==> config.mk <==
export PLATFORM = sky130hd
export DESIGN_NAME = integer_literal_parser_unit_flat
export DESIGN_NICKNAME = d
export VERILOG_FILES = /design/src/rtl/ilp_pkg.sv /design/src/rtl/ilp_if.sv /design/src/rtl/ilp_char_class.sv /design/src/rtl/ilp_accum.sv /design/src/rtl/integer_literal_parser_unit.sv /design/src/flat_wrapper.sv
export SDC_FILE = /design/constraint.sdc
export NUM_CORES = 1
export LEC_CHECK = 0
export BUFFER_PORTS_ARGS = -buffer_cell sky130_fd_sc_hd__buf_2
export CELL_PAD_IN_SITES_DETAIL_PLACEMENT = 0
export CELL_PAD_IN_SITES_GLOBAL_PLACEMENT = 1
export CORE_MARGIN = 3
export CORE_UTILIZATION = 29
export DETAILED_ROUTE_END_ITERATION = 6
export PLACE_DENSITY_LB_ADDON = 0.25
export SYNTH_ARGS = -nofsm -noshare
export SYNTH_HDL_FRONTEND = slang
export SYNTH_HIERARCHICAL = 1
export SYNTH_SLANG_ARGS = --single-unit
==> constraint.sdc <==
create_clock -name clk -period 13.7 [get_ports clk]
set_clock_uncertainty 0.1 [all_clocks]
set_input_delay 2.055 -clock clk [delete_from_list [all_inputs] [get_ports clk]]
set_output_delay 2.055 -clock clk [all_outputs]
set_load 0.005 [all_outputs]
==> src/rtl/ilp_pkg.sv <==
// ----------------------------------------------------------------------------
// ilp_pkg
// Types and character constants shared by the integer literal parser.
// ----------------------------------------------------------------------------
package ilp_pkg;

    localparam int ValueWidth = 63;
    localparam logic [ValueWidth-1:0] ValueMax = {ValueWidth{1'b1}};

    localparam logic [7:0] CharNul   = 8'h00;
    localparam logic [7:0] CharTab   = 8'h09;
    localparam logic [7:0] CharCr    = 8'h0D;
    localparam logic [7:0] CharSpace = 8'h20;
    localparam logic [7:0] CharZero  = 8'h30;
    localparam logic [7:0] CharSeven = 8'h37;
    localparam logic [7:0] CharNine  = 8'h39;
    localparam logic [7:0] CharUpA   = 8'h41;
    localparam logic [7:0] CharUpF   = 8'h46;
    localparam logic [7:0] CharUpX   = 8'h58;
    localparam logic [7:0] CharLowA  = 8'h61;
    localparam logic [7:0] CharLowF  = 8'h66;
    localparam logic [7:0] CharLowX  = 8'h78;

    localparam logic [7:0] DigitTen  = 8'd10;

    typedef enum logic [2:0] {
        PH_LEAD   = 3'd0,
        PH_ZERO   = 3'd1,
        PH_HEXPFX = 3'd2,
        PH_BODY   = 3'd3,
        PH_TRAIL  = 3'd4,
        PH_ENDED  = 3'd5,
        PH_BAD    = 3'd6
    } phase_t;

    typedef enum logic [1:0] {
        RADIX_DEC = 2'd0,
        RADIX_OCT = 2'd1,
        RADIX_HEX = 2'd2
    } radix_t;

    typedef struct packed {
        logic       is_nul;
        logic       is_space;
        logic       is_zero;
        logic       is_x;
        logic       digit_ok;
        logic [3:0] digit;
    } char_class_t;

endpackage

==> src/rtl/ilp_if.sv <==
// ----------------------------------------------------------------------------
// ilp_if
// Valid/ready channels for characters in and parse results out.
// ----------------------------------------------------------------------------
interface ilp_char_if;
    logic       valid;
    logic       ready;
    logic [7:0] char_code;
    logic       is_last;

    modport source (output valid, output char_code, output is_last, input ready);
    modport sink   (input valid, input char_code, input is_last, output ready);
endinterface

interface ilp_result_if;
    logic        valid;
    logic        ready;
    logic        status;
    logic [62:0] value;

    modport source (output valid, output status, output value, input ready);
    modport sink   (input valid, input status, input value, output ready);
endinterface

==> src/rtl/ilp_char_class.sv <==
// ----------------------------------------------------------------------------
// ilp_char_class
// Classifies one character: whitespace, terminator, prefix marks, digit value.
// ----------------------------------------------------------------------------
module ilp_char_class (
    input  logic [7:0]           char_code,
    input  ilp_pkg::radix_t      radix,
    output ilp_pkg::char_class_t cls
);
    import ilp_pkg::*;

    logic       is_dec;
    logic       is_lo;
    logic       is_up;
    logic [7:0] diff;

    always_comb
    begin
        is_dec = char_code inside {[CharZero:CharNine]};
        is_lo  = char_code inside {[CharLowA:CharLowF]};
        is_up  = char_code inside {[CharUpA:CharUpF]};

        if (is_lo)
        begin
            diff = char_code - CharLowA + DigitTen;
        end
        else if (is_up)
        begin
            diff = char_code - CharUpA + DigitTen;
        end
        else
        begin
            diff = char_code - CharZero;
        end

        cls.is_nul   = (char_code == CharNul);
        cls.is_space = (char_code inside {[CharTab:CharCr]}) || (char_code == CharSpace);
        cls.is_zero  = (char_code == CharZero);
        cls.is_x     = (char_code == CharLowX) || (char_code == CharUpX);
        cls.digit    = diff[3:0];

        case (radix)
            RADIX_HEX: cls.digit_ok = is_dec || is_lo || is_up;
            RADIX_OCT: cls.digit_ok = char_code inside {[CharZero:CharSeven]};
            default:   cls.digit_ok = is_dec;
        endcase
    end

endmodule

==> src/rtl/ilp_accum.sv <==
// ----------------------------------------------------------------------------
// ilp_accum
// One accumulate step: value times base plus digit, saturating at the top.
// ----------------------------------------------------------------------------
module ilp_accum (
    input  logic [62:0]     acc,
    input  logic            saturated,
    input  ilp_pkg::radix_t radix,
    input  logic [3:0]      digit,
    output logic [62:0]     acc_next,
    output logic            saturated_next
);
    import ilp_pkg::*;

    localparam int ProdWidth = ValueWidth + 4;

    logic [ProdWidth-1:0] acc_wide;
    logic [ProdWidth-1:0] scaled;
    logic [ProdWidth-1:0] sum;

    always_comb
    begin
        acc_wide = {4'd0, acc};
        case (radix)
            RADIX_HEX: scaled = acc_wide << 4;
            RADIX_OCT: scaled = acc_wide << 3;
            default:   scaled = (acc_wide << 3) + (acc_wide << 1);
        endcase
        sum = scaled + {{(ProdWidth-4){1'b0}}, digit};

        if (saturated)
        begin
            acc_next       = acc;
            saturated_next = 1'b1;
        end
        else if (sum[ProdWidth-1:ValueWidth] != 4'd0)
        begin
            acc_next       = ValueMax;
            saturated_next = 1'b1;
        end
        else
        begin
            acc_next       = sum[ValueWidth-1:0];
            saturated_next = 1'b0;
        end
    end

endmodule

==> src/rtl/integer_literal_parser_unit.sv <==
// ----------------------------------------------------------------------------
// integer_literal_parser_unit
// Parses a C-style unsigned integer literal streamed one character per beat.
// ----------------------------------------------------------------------------
// chars: one character per beat, is_last marks the final beat of a string.
//   Whitespace around the body is skipped, 0x/0X selects hex, a leading 0
//   selects octal, otherwise decimal. A zero byte ends the string early.
// result: one beat per string, issued for the is_last beat: status 1 for a
//   character that is not a digit of the base or a non-space after trailing
//   whitespace (value 0), otherwise the value, saturated at 2^63-1.
// Throughput: one character per cycle unless a last beat stalls. The limit is
//   the accumulate loop (shift/add by the base, overflow check) in ilp_accum.
// Result path: a last character is taken into the input register, and its
//   result is written to the result register once that register is free.
// Stall: while a result waits on result.ready, a following last beat holds
//   in the input register and chars.ready drops; other beats keep flowing.
// Reset: rst_n clears the parse state and both valid flags; the next beat
//   starts a new string.
// ----------------------------------------------------------------------------
module integer_literal_parser_unit (
    input  logic         clk,
    input  logic         rst_n,
    ilp_char_if.sink     chars,
    ilp_result_if.source result
);
    import ilp_pkg::*;

    logic                  in_valid_reg;
    logic [7:0]            in_char_reg;
    logic                  in_last_reg;

    phase_t                phase_reg, phase_next;
    radix_t                radix_reg, radix_next;
    logic [ValueWidth-1:0] acc_reg, acc_next;
    logic                  sat_reg, sat_next;

    logic                  out_valid_reg;
    logic                  out_status_reg;
    logic [ValueWidth-1:0] out_value_reg;

    logic                  advance;
    radix_t                eff_radix;
    char_class_t           cls;
    logic                  do_acc;
    logic [ValueWidth-1:0] step_acc;
    logic                  step_sat;
    logic                  bad;

    // a last beat needs the result register free
    assign advance = in_valid_reg && (!in_last_reg || !out_valid_reg || result.ready);
    assign chars.ready = !in_valid_reg || advance;

    always_comb
    begin
        case (phase_reg)
            PH_LEAD: eff_radix = RADIX_DEC;
            PH_ZERO: eff_radix = RADIX_OCT;
            default: eff_radix = radix_reg;
        endcase
    end

    ilp_char_class u_class (
        .char_code (in_char_reg),
        .radix     (eff_radix),
        .cls       (cls)
    );

    ilp_accum u_accum (
        .acc            (acc_reg),
        .saturated      (sat_reg),
        .radix          (radix_next),
        .digit          (cls.digit),
        .acc_next       (step_acc),
        .saturated_next (step_sat)
    );

    always_comb
    begin
        phase_next = phase_reg;
        radix_next = radix_reg;
        do_acc     = 1'b0;

        case (phase_reg)
            PH_ENDED: ;
            PH_BAD:   ;
            PH_LEAD:
            begin
                if (cls.is_nul)
                begin
                    phase_next = PH_ENDED;
                end
                else if (cls.is_space)
                begin
                    phase_next = PH_LEAD;
                end
                else if (cls.is_zero)
                begin
                    phase_next = PH_ZERO;
                    radix_next = RADIX_OCT;
                end
                else if (!cls.digit_ok)
                begin
                    phase_next = PH_BAD;
                end
                else
                begin
                    phase_next = PH_BODY;
                    radix_next = RADIX_DEC;
                    do_acc     = 1'b1;
                end
            end
            PH_ZERO:
            begin
                if (cls.is_nul)
                begin
                    phase_next = PH_ENDED;
                end
                else if (cls.is_space)
                begin
                    phase_next = PH_TRAIL;
                end
                else if (cls.is_x)
                begin
                    phase_next = PH_HEXPFX;
                    radix_next = RADIX_HEX;
                end
                else if (!cls.digit_ok)
                begin
                    phase_next = PH_BAD;
                end
                else
                begin
                    phase_next = PH_BODY;
                    do_acc     = 1'b1;
                end
            end
            PH_HEXPFX, PH_BODY:
            begin
                if (cls.is_nul)
                begin
                    phase_next = PH_ENDED;
                end
                else if (cls.is_space)
                begin
                    phase_next = PH_TRAIL;
                end
                else if (!cls.digit_ok)
                begin
                    phase_next = PH_BAD;
                end
                else
                begin
                    phase_next = PH_BODY;
                    do_acc     = 1'b1;
                end
            end
            PH_TRAIL:
            begin
                if (cls.is_nul)
                begin
                    phase_next = PH_ENDED;
                end
                else if (!cls.is_space)
                begin
                    phase_next = PH_BAD;
                end
            end
            default: phase_next = PH_BAD;
        endcase

        acc_next = do_acc ? step_acc : acc_reg;
        sat_next = do_acc ? step_sat : sat_reg;
        bad      = (phase_next == PH_BAD);
    end

    always_ff @(posedge clk or negedge rst_n)
    begin
        if (!rst_n)
        begin
            in_valid_reg  <= 1'b0;
            out_valid_reg <= 1'b0;
            phase_reg     <= PH_LEAD;
            radix_reg     <= RADIX_DEC;
            acc_reg       <= '0;
            sat_reg       <= 1'b0;
        end
        else
        begin
            if (chars.ready)
            begin
                in_valid_reg <= chars.valid;
            end
            if (advance && in_last_reg)
            begin
                out_valid_reg <= 1'b1;
            end
            else if (result.ready)
            begin
                out_valid_reg <= 1'b0;
            end
            if (advance)
            begin
                if (in_last_reg)
                begin
                    phase_reg <= PH_LEAD;
                    radix_reg <= RADIX_DEC;
                    acc_reg   <= '0;
                    sat_reg   <= 1'b0;
                end
                else
                begin
                    phase_reg <= phase_next;
                    radix_reg <= radix_next;
                    acc_reg   <= acc_next;
                    sat_reg   <= sat_next;
                end
            end
        end
    end

    always_ff @(posedge clk)
    begin
        if (chars.ready && chars.valid)
        begin
            in_char_reg <= chars.char_code;
            in_last_reg <= chars.is_last;
        end
        if (advance && in_last_reg)
        begin
            out_status_reg <= bad;
            out_value_reg  <= bad ? '0 : (sat_next ? ValueMax : acc_next);
        end
    end

    assign result.valid  = out_valid_reg;
    assign result.status = out_status_reg;
    assign result.value  = out_value_reg;

    a_last_gives_result: assert property (@(posedge clk) disable iff (!rst_n)
        (advance && in_last_reg) |=> result.valid)
        else $error("last beat did not produce a result");

    a_state_cleared: assert property (@(posedge clk) disable iff (!rst_n)
        (advance && in_last_reg) |=> (phase_reg == PH_LEAD && acc_reg == '0 && !sat_reg))
        else $error("parse state not cleared after a string");

    a_sat_value: assert property (@(posedge clk) disable iff (!rst_n)
        sat_reg |-> (acc_reg == ValueMax))
        else $error("saturated without maximum value");

    a_bad_zero: assert property (@(posedge clk) disable iff (!rst_n)
        (result.valid && result.status) |-> (result.value == '0))
        else $error("invalid result carries a nonzero value");

    a_no_input_drop: assert property (@(posedge clk) disable iff (!rst_n)
        (in_valid_reg && !advance) |=> (in_valid_reg && $stable(in_char_reg)))
        else $error("held character lost");

endmodule

==> src/flat_wrapper.sv <==
// flat-port wrapper written by rule: the top's interface ports become plain ports
module integer_literal_parser_unit_flat import ilp_pkg::*;
  (clk, rst_n, chars_valid, chars_char_code, chars_is_last, chars_ready, result_valid, result_status, result_value, result_ready);
  ilp_char_if chars_i ();
  ilp_result_if result_i ();
  input  logic clk;
  input  logic rst_n;
  input wire logic [$bits(chars_i.valid)-1:0] chars_valid;
  input wire logic [$bits(chars_i.char_code)-1:0] chars_char_code;
  input wire logic [$bits(chars_i.is_last)-1:0] chars_is_last;
  output wire logic [$bits(chars_i.ready)-1:0] chars_ready;
  output wire logic [$bits(result_i.valid)-1:0] result_valid;
  output wire logic [$bits(result_i.status)-1:0] result_status;
  output wire logic [$bits(result_i.value)-1:0] result_value;
  input wire logic [$bits(result_i.ready)-1:0] result_ready;
  assign chars_i.valid = chars_valid;
  assign chars_i.char_code = chars_char_code;
  assign chars_i.is_last = chars_is_last;
  assign chars_ready = chars_i.ready;
  assign result_valid = result_i.valid;
  assign result_status = result_i.status;
  assign result_value = result_i.value;
  assign result_i.ready = result_ready;
  integer_literal_parser_unit u_core (.clk(clk), .rst_n(rst_n), .chars(chars_i), .result(result_i));
endmodule
Yosys cells after proc, flatten, opt, wreduce, memory -nomap -nowiden:

Cells that the tools add are included.

* $add $sub $neg: 7
* multiply operators: 0
* divide/modulo/power cells: 0
* magnitude comparators: 9
* equal/unequal tests: 15
* shifts and indexed selects: 0
* multiplexer cells: 48
* bitwise gates (word level): 0
* reductions and logical operators: 24

Operator list (count)
* 63-bit 2-to-1 mux: 5
* 67-bit one-hot mux with 2 select lines: 1
* 66-bit by 64-bit adder with 67-bit output: 1
* 67-bit by 4-bit adder with 67-bit output: 1
* 3-bit 2-to-1 mux: 12
* 8-bit by 6-bit equality test with 1-bit output (second input constant): 2
* 8-bit by 7-bit equality test with 1-bit output (second input constant): 2
* 8-bit by 7-bit greater-or-equal comparator with 1-bit output (second input constant): 2
* 8-bit by 6-bit <= comparator with 1-bit output (second input constant): 2
* 8-bit by 7-bit <= comparator with 1-bit output (second input constant): 2
* 2-bit 2-to-1 mux: 8
* 1-bit 2-to-1 mux: 15
* 3-bit one-hot mux with 5 select lines: 1
* 3-bit equality test (second input constant): 4
* 4-bit by 1-bit subtractor with 4-bit output (second input constant): 3
* 4-bit adder (second input constant): 2
* 8-bit by 4-bit greater-or-equal comparator with 1-bit output (second input constant): 1
* 8-bit by 6-bit greater-or-equal comparator with 1-bit output (second input constant): 1
* 8-bit by 4-bit <= comparator with 1-bit output (second input constant): 1
* 1-bit logical AND: 8
* 8-bit logical NOT: 1
* 4-bit 2-to-1 mux: 2
* 2-bit one-hot mux with 2 select lines: 2
* 1-bit logical OR: 7
* other kinds (11): 17

* register bits: 144
* bits in latches: 0
* memory bits (writable): 0
* bits in read-only memories: 0
* input bits: 13
* output and inout bits: 66
* memories kept: 0

Longest topological paths before layout:

* word-level depth: 18
* mapped depth: 43
* gate-level depth less buffers: 31

Hierarchy:

Netlist, hierarchy kept.

By module, submodules not included
* ilp_accum: times used 1, cells each 1273, area an instance 8111.5 um^2, seq. area each 0.0 um^2
* integer_literal_parser_unit: times used 1, cells each 637, area an instance 6567.5 um^2, seq. area each 3968.8 um^2
* ilp_char_class: times used 1, cells each 42, area an instance 352.8 um^2, seq. area each 0.0 um^2

Worst setup path after synthesis:

OpenSTA, ideal clock, no wires.

* path type: flip-flop to flip-flop
* start point: register u_core.phase_reg[2]
* end point: register u_core.out_value_reg[62] (netlist: u_core/result.value[62]), data pin
* library setup time: 0.271 ns
* data arrival time: 9.291 ns
* setup slack: 4.038 ns
* stages on the path, launching flop included: 40
* buffers on the path: 12
* cell sequence: dfrtp_1 > buf_6 > nor2_1 > mux2_2 > ha_1 > and2b_2 > o311ai_0 > o21ai_0 > mux2_2 > a21bo_2 > nand2_1 > inv_1 > ha_1 > clkbuf_1 > clkbuf_1 > buf_2 > buf_1 > buf_1 > [... 4 more ...] > nand2_1 > fa_1 > nor2b_1 > o21a_1 > o2111ai_1 > nor4_1 > nor2b_1 > nand4_1 > nor3b_2 > nand4_2 > nor4_2 > nand2_1 > o31ai_4 > buf_6 > nand2_1 > mux2i_4 > buf_6 > a31oi_1

RTL lines
* start, declared: line integer_literal_parser_unit.sv:32 `phase_t phase_reg, phase_next;`
* start signal, assigned: line integer_literal_parser_unit.sv:212 `phase_reg <= phase_next;`
* end signal, assigned: line integer_literal_parser_unit.sv:231 `out_value_reg <= bad ? '0 : (sat_next ? ValueMax : acc_next);`
* end, declared: line integer_literal_parser_unit.sv:39 `logic [ValueWidth-1:0] out_value_reg;`

==> out/metrics.csv <==
metric,value,unit
status,finished clean,
grt_pass1_wl,85800,um
period_share,75.6,%
mostFrequentLayoutCells,"nand2_1, o21ai_0, a21oi_1",
syn_nets,2040,
place_hpwl,39700,um
drt-total-wl,54300,um
fill_cells,5511,
placed_cells,2579,
hold_viol,0,
firstDrtPassIters,5,
postSynth.asyncResetShare,49.3,%
post_cts_buffers,0,
syn_inst,1952,
powerDensity,167,nW/um^2
start_util,29.7,%
arrival,10.44,ns
portBuffers,78,
areaGrowthSynthToFinish,8.57,%
slew_headroom,14.5,%
cts-root-buf,clkbuf_16,
drt_iter0_drc,1173,
min_to,u_core/radix_reg[0],
syn-cell-area,15000,sq um
r2r-end,u_core/result.value[60],
yosys-top-cells-area,"edfxtp_1, dfrtp_1, nand2_1",
ys.flop_type,edfxtp_1,
crit_path_start_kind,flop,
reg2reg_from,u_core/phase_reg[2],
synth_cell_types,101,
vias_per_cell,5.84,
cts_sinks,144,
critPathSlowestCell,buf_4,
crit_top_cell,buf_4,
antenna_found_initial,0,
rrSetupSlack,3.35,ns
yosysSeqAreaShare,26.4,%
ant_nets,0,
multi_input_area,10100,sq um
cap_viol_max_count,0,
grt_overflow_total,0,
cpPeakStageDelay,0.68,ns
path_class,flop to flop,
holdCritStartpoint,u_core/radix_reg[0],
cts_hold_buf,0,
vias,15300,
clk_pin_slew_worst_paths,0.07,ns
die_area,54600,sq um
synth.largest_area_cell,edfxtp_1,
clk_latency,0.50,ns
ctsResizeCount,0,
timing.fmax,0.0966,GHz
avgSynthCellArea,7.70,sq um
gp_congestion,0.911,
setup_tns,0,ns
cp_max_fo,64,
cp-end-kind,flop,
min_path_cells,1,
finalNonFillerCells,2611,
rows,82,
die_y,234,um
regArea,3970,sq um
required,13.79,ns
cts_buffer_depth,2,
grt_pass1_vias,14700,
post_drt_wl_per_cell,20.8,um
drv_slew,0,
layout-drive-gt1-share,9.54,%
synth_top_area_share,14.6,%
peakVddDrop,0.0000983,V
die_w,234,um
p_leak,5.56,nW
rsz0062_at_grt,no,
synth_edf_count,73,
num_antenna_cells,0,
htreeDepth,4,
pin_count,79,
cts_tree,built,
holdCritPathClass,flop to flop,
final_common_cell,nand2_1,
yosysWarnings,6,
setup_viol,0,
min_period,10.35,ns
worstMarginPinSlew,1.27,ns
grt_max_degree,71,
ys_ff_latch,144,
reg2reg_depth,28,
cts_buffers,17,
core-area,50700,sq um
drc,0,
layout.nets,2014,
track_usage,20.0,%
==> final cells by class <==
cell class | instances | share of cell area (%)
clock buffer | 17 | 2.61
clock inverter | 15 | 0.820
inverter | 90 | 2.07
multi-input combinational | 1577 | 61.8
sequential | 144 | 24.3
tap | 672 | 5.15
timing repair buffer | 96 | 3.24
==> power by group <==
part | switching, W | total [W] | internal, W
Combinational | 0.000963 | 0.00156 | 0.000595
Clock | 0.000214 | 0.000464 | 0.000250
Sequential | 0.000164 | 0.000702 | 0.000538
Total | 0.00134 | 0.00272 | 0.00138
==> layer usage <==
layer  track usage [%]  routed length (um)
met2              32.2               25100
met3              3.22                2200
met5                 0                   0
met1              27.6               26100
met4              5.57                 887
==> logic make-up (layout without fill, tap and decap cells) <==
kind of cell / Yosys count / after routing / share of synthesized area, %
adder cells (fa/ha/maj): 75 / 75 / 6.34
multiplexers: 14 / 14 / 1.10
flip-flops: 144 / 144 / 26.4
AND/OR/NAND/NOR: 685 / 685 / 22.0
buffers and inverters: 231 / 218 / 6.72
AO/OA/AOI/OAI: 717 / 717 / 32.4
XOR/XNOR: 86 / 86 / 5.01
==> worst max path at each step <==
stage	from	end	slack, ns	cells after the start
final	u_core/phase_reg[2]	u_core/result.value[60]	3.35	28
after global routing	u_core/phase_reg[2]	u_core/result.value[49]	2.55	29
after CTS	u_core/phase_reg[2]	u_core/result.value[21]	3.39	29
after detailed placement	u_core/phase_reg[2]	u_core/result.value[56]	3.38	29
after global placement	u_core/phase_reg[2]	u_core/result.value[45]	3.66	29
after floorplan	u_core/phase_reg[2]	u_core/result.value[62]	4.04	39
==> metrics by stage <==
step                hold WS (ns)  utilization [%]  setup WS [ns]  total power (W)  cell area, sq um
floorplan                  0.358                -           4.04          0.00186             15000
global placement           0.401             31.1           3.66          0.00224             15800
detailed placement         0.398             31.1           3.38          0.00225             15800
CTS                        0.415             32.2           3.39          0.00274             16300
global route               0.440             32.2           2.55          0.00296             16300
finish                     0.407             32.2           3.35          0.00272             16300
==> critical path: cells and delay by family (launching register included) <==
| family | cells | cell delay [ns] |
|---|---|---|
| AO/OA/AOI/OAI | 7 | 1.61 |
| AND/OR/NAND/NOR | 11 | 3.63 |
| adder cells (fa/ha/maj) | 2 | 0.72 |
| multiplexers | 3 | 0.89 |
| flip-flops | 1 | 0.52 |
| buffers and inverters | 5 | 2.51 |
==> synthesized netlist by cell type, types with 6 or more instances <==
library cell,number
o21bai_1,11
a32oi_1,64
inv_1,90
nor4_1,15
a31oi_1,81
nor4b_1,6
o211ai_1,15
a221oi_1,37
a21oi_1,129
clkbuf_1,81
a22oi_1,77
o21a_1,16
and4_1,9
nand4_1,36
or3_1,12
xor2_1,41
nand2_1,338
mux2_2,6
nand2b_1,12
a211oi_1,10
xnor2_1,45
nor3_1,42
nor2_1,115
o31ai_1,7
nor2b_1,12
nor3b_1,7
edfxtp_1,73
o21ai_0,156
buf_6,13
nand3_1,26
and2_1,6
o2111ai_1,6
a21o_1,26
o21ai_1,6
buf_2,32
mux2i_1,6
nand3b_1,8
buf_1,13
ha_1,73
a221o_1,11
dfrtp_1,71
Note: power is estimated with default switching activity, not from simulation.
